$ cat config.mk
export PLATFORM = sky130hd
export DESIGN_NAME = bb3_fifo
export DESIGN_NICKNAME = d
export VERILOG_FILES = /design/src/sv/bb3_pkg.sv /design/src/sv/bb3_fifo.sv
export SDC_FILE = /design/constraint.sdc
export NUM_CORES = 1
export LEC_CHECK = 0
export BUFFER_PORTS_ARGS = -buffer_cell sky130_fd_sc_hd__clkbuf_2
export CAP_MARGIN = 20
export CORE_MARGIN = 2
export CORE_UTILIZATION = 55
export CTS_BUF_LIST = sky130_fd_sc_hd__clkbuf_4
export CTS_CLUSTER_SIZE = 40
export DETAILED_ROUTE_END_ITERATION = 10
export PLACE_DENSITY_LB_ADDON = 0.15
export SYNTH_ARGS = -nofsm -noshare
export SYNTH_HDL_FRONTEND = slang
export SYNTH_SLANG_ARGS = --single-unit
$ cat constraint.sdc
create_clock -name clk -period 3.4 [get_ports clk]
set_input_delay 0.68 -clock clk [delete_from_list [all_inputs] [get_ports clk]]
set_output_delay 0.68 -clock clk [all_outputs]
set_load 0.01 [all_outputs]
$ cat src/sv/bb3_pkg.sv
// Shared constants, types and register codes for the 3x3 box blur block.
package bb3_pkg;

    // Line store geometry
    localparam int MAX_WIDTH = 2048;
    localparam int COL_W     = $clog2(MAX_WIDTH);
    localparam int WID_W     = $clog2(MAX_WIDTH + 1);
    localparam int CFG_W     = 12;
    localparam int WCMP_W    = (WID_W > CFG_W) ? WID_W : CFG_W;
    localparam int HGT_W     = 12;
    localparam int ROW_W     = HGT_W + 1;

    // Pixel and sum widths
    localparam int CH_W  = 8;
    localparam int PIX_W = 3 * CH_W;
    localparam int SUM_W = 12;

    localparam logic [PIX_W-1:0] WHITE_PIX = {PIX_W{1'b1}};
    localparam logic [CH_W-1:0]  CH_MAX    = {CH_W{1'b1}};

    // Divide by nine: multiply by ceil(2^16 / 9) and keep the upper bits
    localparam int                     DIV9_MUL_W = 13;
    localparam logic [DIV9_MUL_W-1:0]  DIV9_MUL   = 13'd7282;
    localparam int                     DIV9_SHIFT = 16;

    // Queue between front and back
    localparam int QDEPTH = 4;
    localparam int QPTR_W = $clog2(QDEPTH);
    localparam int QLVL_W = $clog2(QDEPTH + 1);
    localparam int CRD_W  = QLVL_W + 1;

    // Configuration port
    localparam int ADDR_W = 3;
    localparam int DATA_W = 32;
    localparam logic REG_IDX_WIDTH  = 1'b0;
    localparam logic REG_IDX_HEIGHT = 1'b1;
    localparam logic [CFG_W-1:0] WIDTH_RESET  = 12'd640;
    localparam logic [HGT_W-1:0] HEIGHT_RESET = 12'd480;

    // Input operation codes
    localparam logic OP_PIXEL = 1'b0;
    localparam logic OP_DRAIN = 1'b1;

    // Effective frame geometry
    typedef struct packed {
        logic [WID_W-1:0] width;
        logic [HGT_W-1:0] height;
    } geom_t;

    // One queued result: channel sums of a 3x3 window
    typedef struct packed {
        logic             last;
        logic [SUM_W-1:0] sum_r;
        logic [SUM_W-1:0] sum_g;
        logic [SUM_W-1:0] sum_b;
    } sums_t;

endpackage

$ cat src/sv/bb3_fifo.sv
// Short result queue between the front end and the output stage.
module bb3_fifo
(
    input  logic                       clk,
    input  logic                       rst_n,
    input  logic                       push,
    input  bb3_pkg::sums_t             push_data,
    input  logic                       pop,
    output bb3_pkg::sums_t             head,
    output logic [bb3_pkg::QLVL_W-1:0] level
);

    bb3_pkg::sums_t                   mem_reg [bb3_pkg::QDEPTH];
    logic [bb3_pkg::QPTR_W-1:0]       wr_ptr_reg, rd_ptr_reg;
    logic [bb3_pkg::QLVL_W-1:0]       level_reg;

    // Track pointers and fill level
    always_ff @(posedge clk or negedge rst_n)
    begin
        if (!rst_n)
        begin
            wr_ptr_reg <= '0;
            rd_ptr_reg <= '0;
            level_reg  <= '0;
        end
        else
        begin
            if (push)
            begin
                wr_ptr_reg <= wr_ptr_reg + bb3_pkg::QPTR_W'(1);
            end
            if (pop)
            begin
                rd_ptr_reg <= rd_ptr_reg + bb3_pkg::QPTR_W'(1);
            end
            if (push && !pop)
            begin
                level_reg <= level_reg + bb3_pkg::QLVL_W'(1);
            end
            else if (pop && !push)
            begin
                level_reg <= level_reg - bb3_pkg::QLVL_W'(1);
            end
        end
    end

    // Store entries
    always_ff @(posedge clk)
    begin
        if (push)
        begin
            mem_reg[wr_ptr_reg] <= push_data;
        end
    end

    assign head  = mem_reg[rd_ptr_reg];
    assign level = level_reg;

    a_no_overflow: assert property (@(posedge clk) disable iff (!rst_n)
        push |-> (level_reg < bb3_pkg::QLVL_W'(bb3_pkg::QDEPTH)) || pop)
        else $error("push into a full queue");

    a_no_underflow: assert property (@(posedge clk) disable iff (!rst_n)
        pop |-> level_reg != '0)
        else $error("pop from an empty queue");

endmodule

==> impl_metrics.env <==
export IMPL_pwr_density_cell_mw_per_mm2=815
export IMPL_cts_buffer_depth=2
export IMPL_ant_nets=0
export IMPL_synth_seq_cells=155
export IMPL_start_kind="flop"
export IMPL_power_total_w=0.00540
export IMPL_cts_made_buffers=17
export IMPL_fmax_mhz=370
export IMPL_hold_depth=1
export IMPL_skew_ns=0.0139
export IMPL_regToRegStartpoint="wr_ptr_reg[0]"
export IMPL_cts_tree="done"
export IMPL_firstDrtPassIters=4
export IMPL_diodes=0
export IMPL_die_area_sq_mm=0.0112
export IMPL_syn_avg_cell_area_sq_um=25.4
export IMPL_cts_resized=0
export IMPL_hpwl_um=5870
export IMPL_yosysTopAreaCellShare_pct=77.8
export IMPL_fin_tns_setup_ns=0
export IMPL_hp_class="input port to flop"
export IMPL_htreeDepth=4
export IMPL_ys_seq_area_share_pct=80.9
export IMPL_ys_warn_count=0
export IMPL_drc=0
export IMPL_syn_cell_area_sq_mm=0.00571
export IMPL_mostFrequentLayoutCell="edfxtp_1"
export IMPL_crit_path_end_kind="output pin"
export IMPL_core_area_sq_mm=0.0102
export IMPL_rsz0062_at_grt="false"
export IMPL_die_height_um=106
export IMPL_drt_initial_drc_count=132
export IMPL_grt_overflow=0
export IMPL_track_usage_pct=18.2
export IMPL_num_rows=37
export IMPL_hold_violations=0
export IMPL_timing_reg2reg_setup_slack_ns=1.62
export IMPL_fin_nets=375
export IMPL_clockRootBuffer="clkbuf_4"
export IMPL_slew_headroom_pct=70.2
export IMPL_drive_above_1_share_pct=48.7
export IMPL_drt_wirelength_per_cell_um=19.1
export IMPL_chipWidth_um=106
export IMPL_start_util_pct=56.1
export IMPL_yosysTopAreaCell="edfxtp_1"
export IMPL_antenna_found_initial=0
export IMPL_synth_top_cells_by_area="edfxtp_1 (78%), mux4_2 (15%), dfrtp_1 (3.1%), ha_1 (1.1%), xor2_1 (0.61%)"
export IMPL_via_per_inst=5.42
export IMPL_num_vias=2586
export IMPL_area_growth_pct=16.0
export IMPL_grt_max_degree=28
export IMPL_synthCells=225
export IMPL_hold_buffers=1
export IMPL_status="finished, final reports clean"
export IMPL_reg2reg_depth=4
export IMPL_synth_fp_nets=272
export IMPL_cts_sinks=155
export IMPL_grt_pass1_wl_um=14800
export IMPL_required_ns=2.72
export IMPL_filler_cell_count=710
export IMPL_min_to="mem_reg[1][18]"
export IMPL_vdd_ir_drop_worst_uv=463
export IMPL_setup_violations_final=0
export IMPL_final_max_slew_viol_count=0
export IMPL_r2r_end="mem_reg[0][32]"
export IMPL_port_buffers=80
export IMPL_static_leakage_power_nw=2.34
export IMPL_tightest_slew_ns=0.447
export IMPL_ioPinCount=81
export IMPL_grt_pass1_vias=2808
export IMPL_final_cell_mix="edfxtp_1 (148), clkbuf_2 (80), mux4_2 (37)"
export IMPL_finalCritPeriodShare_pct=79.5
export IMPL_synth_distinct_cells=17
export IMPL_gp_congestion=0.691
export IMPL_largest_register_ffs=148
export IMPL_drt_wl_total_um=9120
export IMPL_worstSetupPathType="flop to output pin"
export IMPL_worstHoldStart="push_data[18]"
export IMPL_cts_setup_buffers=0
export IMPL_min_period_ns=2.70
export IMPL_worstSkewPairLatency_ns=0.53
export IMPL_arrival_ns=2.02
export IMPL_drv_cap=0
export IMPL_critPathMaxFanout=22
export IMPL_clk_pin_slew_ns=0.13
critical path, cell delays in order (launching register included):
cell      delay (ns)
dfrtp_2         0.38
buf_4           0.38
mux4_2          0.58
clkbuf_2        0.15
final cells by class:
type,count,area [sq um],area share (%)
clock buffer,17,128,1.93
timing repair buffer,92,493,7.44
multi-input combinational,58,1030,15.5
clock inverter,15,174,2.62
tap,136,170,2.57
sequential,155,4620,69.7
inverter,4,15.0,0.227
power breakdown:
| group | switching, W | total [W] | internal (W) | leakage [nW] |
|---|---|---|---|---|
| logic | 0.000845 | 0.00162 | 0.000776 | 0.740 |
| registers | 0.000129 | 0.00263 | 0.00250 | 1.44 |
| clock network | 0.000686 | 0.00115 | 0.000464 | 0.164 |
| total | 0.00166 | 0.00540 | 0.00374 | 2.34 |
per-layer routing:
metal / vias up / GRT usage, % / share of wire, %
met5: - / 0 / 0
met4: 0 / 7.52 / 1.3
met3: 12 / 5.09 / 5.8
met2: 69 / 29.1 / 50
met1: 1344 / 24.1 / 43
li1: 1161 / - / -
worst max path at each step:
stage                    end           from  depth (start not counted)  slack (ns)
2_1_floorplan  mem_reg[1][0]           push                          1        1.42
3_3_place_gp         head[3]  rd_ptr_reg[0]                          3        1.23
3_5_place_dp         head[3]  rd_ptr_reg[0]                          3        1.22
4_1_cts              head[3]  rd_ptr_reg[0]                          3        0.61
5_1_grt             head[27]  rd_ptr_reg[0]                          3        0.54
6_report             head[3]  rd_ptr_reg[0]                          3        0.70
cell usage after synthesis:
cell,n
xnor2_1,2
buf_4,2
dfrtp_1,7
fa_1,1
clkbuf_1,1
buf_6,2
nor2_1,1
ha_1,5
edfxtp_1,148
buf_2,3
nand2_1,2
o21ai_0,1
and2_1,4
mux2_2,1
mux4_2,37
xor2_1,4
inv_1,4
cell families (layout without fill, tap and decap cells):
family          count (synthesis)  count (layout)  synth area share (%)
xor+xnor                        6               6                 0.920
buf+inv                        12             128                  1.25
simple gates                    7               7                 0.635
compound gates                  1               1                0.0875
flops                         155             155                  80.9
mux                            38              38                  14.8
fa+ha+maj                       6               6                  1.45
through the flow:
step	cells	hold WS [ns]	cell area [sq um]	setup WS (ns)	util [%]
after global routing	477	0.315	6630	0.537	65.1
after global placement	444	0.457	6320	1.23	62.0
after floorplan	225	0.384	5710	1.42	-
after detailed placement	444	0.464	6320	1.22	62.0
after CTS	477	0.317	6630	0.610	65.1
final	477	0.362	6630	0.697	65.1
Note: power is estimated with default switching activity, not from simulation.
