<file path="src/sv/bb3_pkg.sv">
// Shared constants, types and register codes for the 3x3 box blur block.
package bb3_pkg;

    // Line store geometry
    localparam int MAX_WIDTH = 2048;
    localparam int COL_W     = $clog2(MAX_WIDTH);
    localparam int WID_W     = $clog2(MAX_WIDTH + 1);
    localparam int CFG_W     = 12;
    localparam int WCMP_W    = (WID_W > CFG_W) ? WID_W : CFG_W;
    localparam int HGT_W     = 12;
    localparam int ROW_W     = HGT_W + 1;

    // Pixel and sum widths
    localparam int CH_W  = 8;
    localparam int PIX_W = 3 * CH_W;
    localparam int SUM_W = 12;

    localparam logic [PIX_W-1:0] WHITE_PIX = {PIX_W{1'b1}};
    localparam logic [CH_W-1:0]  CH_MAX    = {CH_W{1'b1}};

    // Divide by nine: multiply by ceil(2^16 / 9) and keep the upper bits
    localparam int                     DIV9_MUL_W = 13;
    localparam logic [DIV9_MUL_W-1:0]  DIV9_MUL   = 13'd7282;
    localparam int                     DIV9_SHIFT = 16;

    // Queue between front and back
    localparam int QDEPTH = 4;
    localparam int QPTR_W = $clog2(QDEPTH);
    localparam int QLVL_W = $clog2(QDEPTH + 1);
    localparam int CRD_W  = QLVL_W + 1;

    // Configuration port
    localparam int ADDR_W = 3;
    localparam int DATA_W = 32;
    localparam logic REG_IDX_WIDTH  = 1'b0;
    localparam logic REG_IDX_HEIGHT = 1'b1;
    localparam logic [CFG_W-1:0] WIDTH_RESET  = 12'd640;
    localparam logic [HGT_W-1:0] HEIGHT_RESET = 12'd480;

    // Input operation codes
    localparam logic OP_PIXEL = 1'b0;
    localparam logic OP_DRAIN = 1'b1;

    // Effective frame geometry
    typedef struct packed {
        logic [WID_W-1:0] width;
        logic [HGT_W-1:0] height;
    } geom_t;

    // One queued result: channel sums of a 3x3 window
    typedef struct packed {
        logic             last;
        logic [SUM_W-1:0] sum_r;
        logic [SUM_W-1:0] sum_g;
        logic [SUM_W-1:0] sum_b;
    } sums_t;

endpackage

</file>
<file path="src/sv/bb3_back.sv">
// Output stage: divides the queued sums by nine into the output register.
module bb3_back
(
    input  logic                     clk,
    input  logic                     rst_n,
    input  bb3_pkg::sums_t           head,
    input  logic                     q_nonempty,
    output logic                     pop,
    output logic                     out_valid,
    input  logic                     out_stall,
    output logic [bb3_pkg::CH_W-1:0] avg_red,
    output logic [bb3_pkg::CH_W-1:0] avg_green,
    output logic [bb3_pkg::CH_W-1:0] avg_blue,
    output logic                     frame_end
);

    localparam int PROD_W = bb3_pkg::SUM_W + bb3_pkg::DIV9_MUL_W;

    logic                     out_valid_reg;
    logic [bb3_pkg::CH_W-1:0] red_reg, green_reg, blue_reg;
    logic                     frame_end_reg;
    logic                     load;

    // Truncated division by nine through the reciprocal
    function automatic logic [bb3_pkg::CH_W-1:0] div9(input logic [bb3_pkg::SUM_W-1:0] s);
        logic [PROD_W-1:0] p;
        p = PROD_W'(s) * PROD_W'(bb3_pkg::DIV9_MUL);
        return p[bb3_pkg::DIV9_SHIFT +: bb3_pkg::CH_W];
    endfunction

    // Refill the output register when empty or taken
    assign load = !out_valid_reg || !out_stall;
    assign pop  = q_nonempty && load;

    always_ff @(posedge clk or negedge rst_n)
    begin
        if (!rst_n)
        begin
            out_valid_reg <= 1'b0;
        end
        else if (load)
        begin
            out_valid_reg <= q_nonempty;
        end
    end

    always_ff @(posedge clk)
    begin
        if (pop)
        begin
            red_reg       <= div9(head.sum_r);
            green_reg     <= div9(head.sum_g);
            blue_reg      <= div9(head.sum_b);
            frame_end_reg <= head.last;
        end
    end

    assign out_valid = out_valid_reg;
    assign avg_red   = red_reg;
    assign avg_green = green_reg;
    assign avg_blue  = blue_reg;
    assign frame_end = frame_end_reg;

endmodule

</file>
<file path="config.mk">
export PLATFORM = sky130hd
export DESIGN_NAME = bb3_back
export DESIGN_NICKNAME = d
export VERILOG_FILES = /design/src/sv/bb3_pkg.sv /design/src/sv/bb3_back.sv
export SDC_FILE = /design/constraint.sdc
export NUM_CORES = 1
export LEC_CHECK = 0
export ABC_AREA = 1
export BUFFER_PORTS_ARGS = -buffer_cell sky130_fd_sc_hd__buf_2
export CAP_MARGIN = 20
export CORE_MARGIN = 2
export CORE_UTILIZATION = 30
export DETAILED_ROUTE_END_ITERATION = 10
export GPL_ROUTABILITY_DRIVEN = 0
export REMOVE_ABC_BUFFERS = 1
export SLEW_MARGIN = 10
export SYNTH_ARGS = -nofsm -noshare
export SYNTH_HDL_FRONTEND = slang
export SYNTH_SLANG_ARGS = --single-unit
</file>
<file path="constraint.sdc">
create_clock -name clk -period 3.9 [get_ports clk]
set_clock_uncertainty 0.1 [all_clocks]
set_input_delay 0.78 -clock clk [delete_from_list [all_inputs] [get_ports clk]]
set_output_delay 0.78 -clock clk [all_outputs]
set_load 0.02 [all_outputs]
</file>
==> results of run 1 <==
[worst max-delay path by stage]
stage                         from      endpoint  slack, ns  cells past startpoint
after floorplan           head[13]  avg_green[7]      -0.79                     20
after global placement     head[1]   avg_blue[4]      -1.03                     19
after detailed placement  head[13]  avg_green[7]      -1.07                     22
after CTS                 head[25]    avg_red[2]      -0.53                     19
after global routing      head[25]    avg_red[2]      -0.69                     19
final                     head[21]  avg_green[3]      -0.56                     18
[cell usage after synthesis (2+ instances only)]
| library cell | count |
|---|---|
| a21boi_1 | 4 |
| a21o_1 | 8 |
| a21oi_1 | 44 |
| a31oi_1 | 2 |
| edfxtp_1 | 25 |
| fa_1 | 87 |
| ha_1 | 199 |
| inv_1 | 223 |
| inv_2 | 4 |
| nand2_1 | 179 |
| nand2_2 | 4 |
| nand3_1 | 42 |
| nand3_2 | 2 |
| nand4_1 | 7 |
| nor2_1 | 41 |
| nor2_2 | 3 |
| nor3_1 | 4 |
| nor3_2 | 6 |
| nor4_1 | 4 |
| o21a_1 | 7 |
| o21ai_0 | 6 |
| o21ai_1 | 6 |
| o21bai_1 | 12 |
| or2_1 | 2 |
| xnor2_1 | 5 |
| xor2_1 | 11 |
[power by group through the flow]
stage               Combinational [mW]  Sequential [mW]  Clock [mW]
finish                            9.17            0.622       0.317
global route                      10.0            0.637       0.338
CTS                               8.37            0.631       0.328
detailed placement                6.67            0.631           0
global placement                  6.60            0.637           0
floorplan                         4.02            0.750           0
[critical path, stage by stage]
cell	delay, ns
buf_6	0.10
fa_1	0.52
ha_4	0.29
inv_2	0.04
fa_1	0.55
inv_2	0.04
fa_1	0.47
inv_1	0.05
fa_1	0.50
inv_2	0.05
ha_4	0.24
nand2_4	0.10
inv_2	0.05
nand2_2	0.08
nand3_2	0.08
a21oi_1	0.16
nand2_1	0.12
xor2_2	0.17
[per-layer routing]
layer / vias up / wire (um)
li1: 3538 / -
met1: 3315 / 9500
met2: 107 / 10660
met3: 21 / 584
met4: 0 / 298
met5: - / 0
[stage by stage]
stage / worst slack, ns / instance area [um^2] / util / total power [mW] / setup TNS, ns
after floorplan: -0.7914 / 7880 / - / 4.769 / -15.08
after CTS: -0.5256 / 11020 / 0.4252 / 9.327 / -9.843
after global placement: -1.027 / 9982 / 0.3852 / 7.238 / -22.19
after detailed placement: -1.066 / 9982 / 0.3852 / 7.300 / -22.86
after global routing: -0.6901 / 11320 / 0.4369 / 11.02 / -13.74
final: -0.5639 / 11320 / 0.4369 / 10.10 / -10.60
[cell families after synthesis]
| logic type | share of synthesized area |
|---|---|
| DFF | 0.09844 |
| buffers and inverters | 0.1086 |
| adders and majority gates | 0.5370 |
| and+or+nand+nor | 0.1670 |
| AOI/OAI and AO/OA | 0.06907 |
| xor gates and xnor gates | 0.01985 |
[what timing repair did]
item	CTS	global route
pin swaps	96	49
setup buffers	6	2
setup endpoints to repair	24	24
gates resized for setup	177	74
[layout make-up]
type / instances / area (um^2) / area share
clock inverter: 1 / 30.03 / 0.002653
timing repair buffer: 253 / 1829 / 0.1616
multi-input combinational: 694 / 7325 / 0.6471
inverter: 228 / 865.8 / 0.07649
sequential: 26 / 775.7 / 0.06853
clock buffer: 3 / 75.07 / 0.006632
tap: 335 / 419.2 / 0.03703
==> metrics.csv, run 1 <==
stage;metric;value;unit
grt;grt_use_met3;0.01358;
synthesis;synthArstFlopShare;0.03846;
setup_path;r2r-start;out_valid;
grt;grt_busiest_layer;met2;
final_layout;drive_above_1_share;0.3934;
grt;grt_use_total;0.1524;
setup_path;reg2reg_slack;2.51;ns
grt;use_met1;0.2004;
run_status;outcome;finished with violations;
drt;routed_wl;21.04;mm
drt;ant_nets;0;
setup_path;worst-path-max-fanout;3;
final_layout;final_cell_mix;inv_1, buf_4, ha_1;
grt;met2_usage;0.2780;
setup_path;startpoint_type;input port;
run_status;violations;setup timing;
pwr;p_leak;6.036;nW
drt;firstDrtPassIters;4;
synthesis;synth.avg_cell_area;8.312;um^2
synthesis;synth_warnings;0;
die;initial_core_util;0.3041;
synthesis;ys_ff_latch;26;
pwr;p_seq_frac;0.062;
grt;grt_pass1_vias;7387;
sta;finalHoldViolations;0;
place;dp_hpwl;17.35;mm
grt;antenna_found_initial;0;
worst_hold_path;hold_path.class;input port to asynchronous set/reset pin;
pwr;p_switching;5.162;mW
grt;overflow;0;
sta;slew_violations;0;
clock_network;clkSinkCount;26;
setup_path;r2r-end;avg_red[7];
final_layout;final_common_cell;inv_1;
clock_network;path_clk_slew;0.07;ns
pwr;pwr-share-comb;0.907;
setup_path;critPathArrivalTime;4.39;ns
clock_network;cts_buffers;3;
pwr;swShare;0.5108;
pwr;internal_power;4.943;mW
final_layout;nFillCells;2459;
place;dpl.cell_count;1528;
drt;via_per_inst;4.533;
die;fp.coreArea;25910;um^2
setup_path;worst-setup-path-type;input port to register;
sta;tightestPinTransition;0.3990;ns
final_layout;stdcell_count;1540;
synthesis;seq_area_frac_synth;0.09844;
synthesis;synth_cells;948;
sta;setup_violations;24;
die;dieArea;27580;um^2
die;rows;59;
clock_network;hold_buffers;0;
synthesis;yosys.area.top_type;ha_1;
drt;vias;6981;
clock_network;worstSkewPairLatency;0.27;ns
grt;grt_start_max_net_pins;27;
final_layout;syn_to_final_growth;43.65;%
die;io_pins;68;
sta;hold_slack;0.1656;ns
synthesis;synth_edf_count;25;
setup_path;reg2reg_depth;2;
final_layout;diodes;0;
sta;max_freq;224.0;MHz
clock_network;cts_root_buffer;clkbuf_16;
synthesis;syn_area;7880;um^2
setup_path;required;3.82;ns
sta;setup_ws;-0.5639;ns
pwr;ir_drop;0.4239;mV
clock_network;clockBufferDepth;2;
sta;rsz0062_at_grt;yes;
drt;drc;0;
synthesis;synth.top_cell.area_share;0.3160;
sta;slew-limit-headroom;0.7340;
flow_run;max_cap_viol_count;0;
sta;timing.final.crit_share;1.145;
drt;routedWlPerCell;13.66;um
synthesis;synth_ff_type;edfxtp_1;
sta;period_minus_slack;4.464;ns
final_layout;fin_nets;1533;
clock_network;cts_tree;built;
pwr;pwr-share-clk;0.031;
place;io_buffers;67;
die;fp.dieH;166.1;um
pwr;p_per_area;892.7;nW/um^2
die;fp.dieW;166.1;um
grt;grt_pass1_wl;34.89;mm
clock_network;ctsHtreeMaxLevel;1;
synthesis;synth.area.top_cells;ha_1, fa_1, inv_1, edfxtp_1, nand2_1;
synthesis;yosysUniqueCellTypes;37;
setup_path;cp-end-kind;register;
drt;drtIter0Drc;252;
(Power assumes the default switching activity.)
==> run 2, diff against run 1 <==
SLEW_MARGIN = not set   (was 10)
clock period = 4.3 ns   (was 3.9 ns; I/O delays follow)
==> metrics.csv, run 2 (same netlist as run 1, synthesis figures left out) <==
stage;metric;value;unit
run_status;outcome;finished with violations;
run_status;violations;setup timing;
setup_path;cp-end-kind;register;
setup_path;worst-setup-path-type;input port to register;
setup_path;path_buf_inv;6;
sta;setup_ws;-0.1968;ns
die;initial_core_util;0.3041;
drt;vias;7033;
die;fp.coreArea;25910;um^2
drt;routed_wl;21.21;mm
final_layout;diodes;0;
sta;slew_violations;0;
setup_path;reg2reg_depth;2;
flow_run;max_cap_viol_count;0;
grt;grt_busiest_layer;met2;
final_layout;final_common_cell;inv_1;
setup_path;worst-path-max-fanout;5;
clock_network;cts_buffers;3;
sta;timing.final.crit_share;1.046;
drt;via_per_inst;4.603;
setup_path;startpoint_type;input port;
drt;drtIter0Drc;318;
setup_path;critPathArrivalTime;4.42;ns
final_layout;fin_nets;1521;
grt;met2_usage;0.2825;
setup_path;required;4.23;ns
pwr;total_power;9.228;mW
clock_network;hold_buffers;0;
pwr;p_per_area;814.7;nW/um^2
clock_network;clockBufferDepth;2;
grt;grt_pass1_wl;35.43;mm
setup_path;critical_path.slowest_cell;fa_1;
clock_network;worstSkewPairLatency;0.27;ns
sta;rsz0062_at_grt;yes;
grt;overflow;0;
sta;finalHoldViolations;0;
setup_path;path_delay_family;adder cells;
sta;max_freq;222.4;MHz
drt;drc;0;
sta;setup_violations;23;
die;dieArea;27580;um^2
die;io_pins;68;
clock_network;path_clk_slew;0.07;ns
grt;use_met1;0.2001;
grt;antenna_found_initial;0;
die;fp.dieH;166.1;um
final_layout;nFillCells;2483;
worst_hold_path;hold_path.class;input port to asynchronous set/reset pin;
pwr;ir_drop;0.3817;mV
place;io_buffers;67;
place;dp_hpwl;17.48;mm
grt;grt_pass1_vias;7480;
place;place_ws;-0.7789;ns
sta;tightestPinTransition;0.4019;ns
clock_network;clkSinkCount;26;
grt;grt_use_total;0.1541;
pwr;p_leak;5.970;nW
grt;grt_start_max_net_pins;27;
sta;hold_slack;0.2482;ns
setup_path;crit_chain;buf_2 > inv_2 > fa_1 > inv_2 > ha_4 > inv_1 > fa_1 > inv_1 > fa_1 > ha_4 > ha_4 > inv_2 > o21ai_2 > nand2_1 > nand2_2 > a21oi_2 > and2_4 > nand3_2 > nand2_2;
final_layout;final_cell_mix;inv_1, buf_4, ha_1;
clock_network;cts_root_buffer;clkbuf_16;
final_layout;final_util;0.4371;
clock_network;cts_tree;built;
sta;slew-limit-headroom;0.7321;
drt;routedWlPerCell;13.88;um
final_layout;syn_to_final_growth;43.73;%
die;fp.dieW;166.1;um
drt;firstDrtPassIters;4;
setup_path;crit_cells;19;
final_layout;drive_above_1_share;0.3982;
sta;period_minus_slack;4.497;ns
drt;ant_nets;0;
grt;grt_use_met3;0.01430;
clock_network;ctsHtreeMaxLevel;1;
die;rows;59;
setup_path;max_stage_delay;0.58;ns
[run 2: report_power, final]
part	leakage (nW)	total [mW]	switching [mW]	internal, mW
Sequential	0.250	0.560	0.0507	0.510
Clock	0.0385	0.225	0.100	0.125
Combinational	5.68	8.44	4.60	3.84
Total	5.97	9.23	4.75	4.48
[run 2: through the flow]
stage	instance area [um^2]	setup TNS, ns	cells
floorplan	7880	-7.396	948
global placement	9854	-14.43	1511
detailed placement	9854	-15.46	1511
CTS	10810	-2.773	1524
global route	11330	-5.335	1528
finish	11330	-2.601	1528
[run 2: worst register-to-register path: stages, from the launching register on]
cell and delay [ns]:
dfrtp_1 0.42, a21oi_4 0.15, buf_4 0.37
[run 2: final timing paths]
kind / startpoint / endpoint / slack (ns)
hold / removal: rst_n / out_valid / 0.25
max in group asynchronous: rst_n / out_valid / 3.77
setup / recovery: head[16] / avg_green[7] / -0.20
hold reg to reg: out_valid / out_valid / 0.46
min in group clk: out_valid / out_valid / 0.46
setup reg to reg: out_valid / avg_green[7] / 2.91
[run 2: repair_timing]
action,4_1_cts,5_1_grt
setup endpoints to repair,24,24
pin swaps,97,66
gates resized for setup,168,101
buffers inserted,9,4
[run 2: final cells by class]
cell class / instances / area (um^2) / area share
clock buffers: 3 / 75.07 / 0.006628
clock inverters: 1 / 3.754 / 0.0003314
inverters: 228 / 868.3 / 0.07667
multi-input cells: 694 / 7442 / 0.6571
flip-flops and latches: 26 / 775.7 / 0.06849
well taps: 335 / 419.2 / 0.03701
repair buffers: 241 / 1742 / 0.1538
[run 2: metal layers]
| metal | vias to the layer above | wire length, um | part of all wire |
|---|---|---|---|
| li1 | 3518 | - | - |
| met1 | 3392 | 9463 | 0.45 |
| met2 | 98 | 10810 | 0.51 |
| met3 | 25 | 600 | 0.028 |
| met4 | 0 | 343 | 0.016 |
| met5 | - | 0 | 0 |
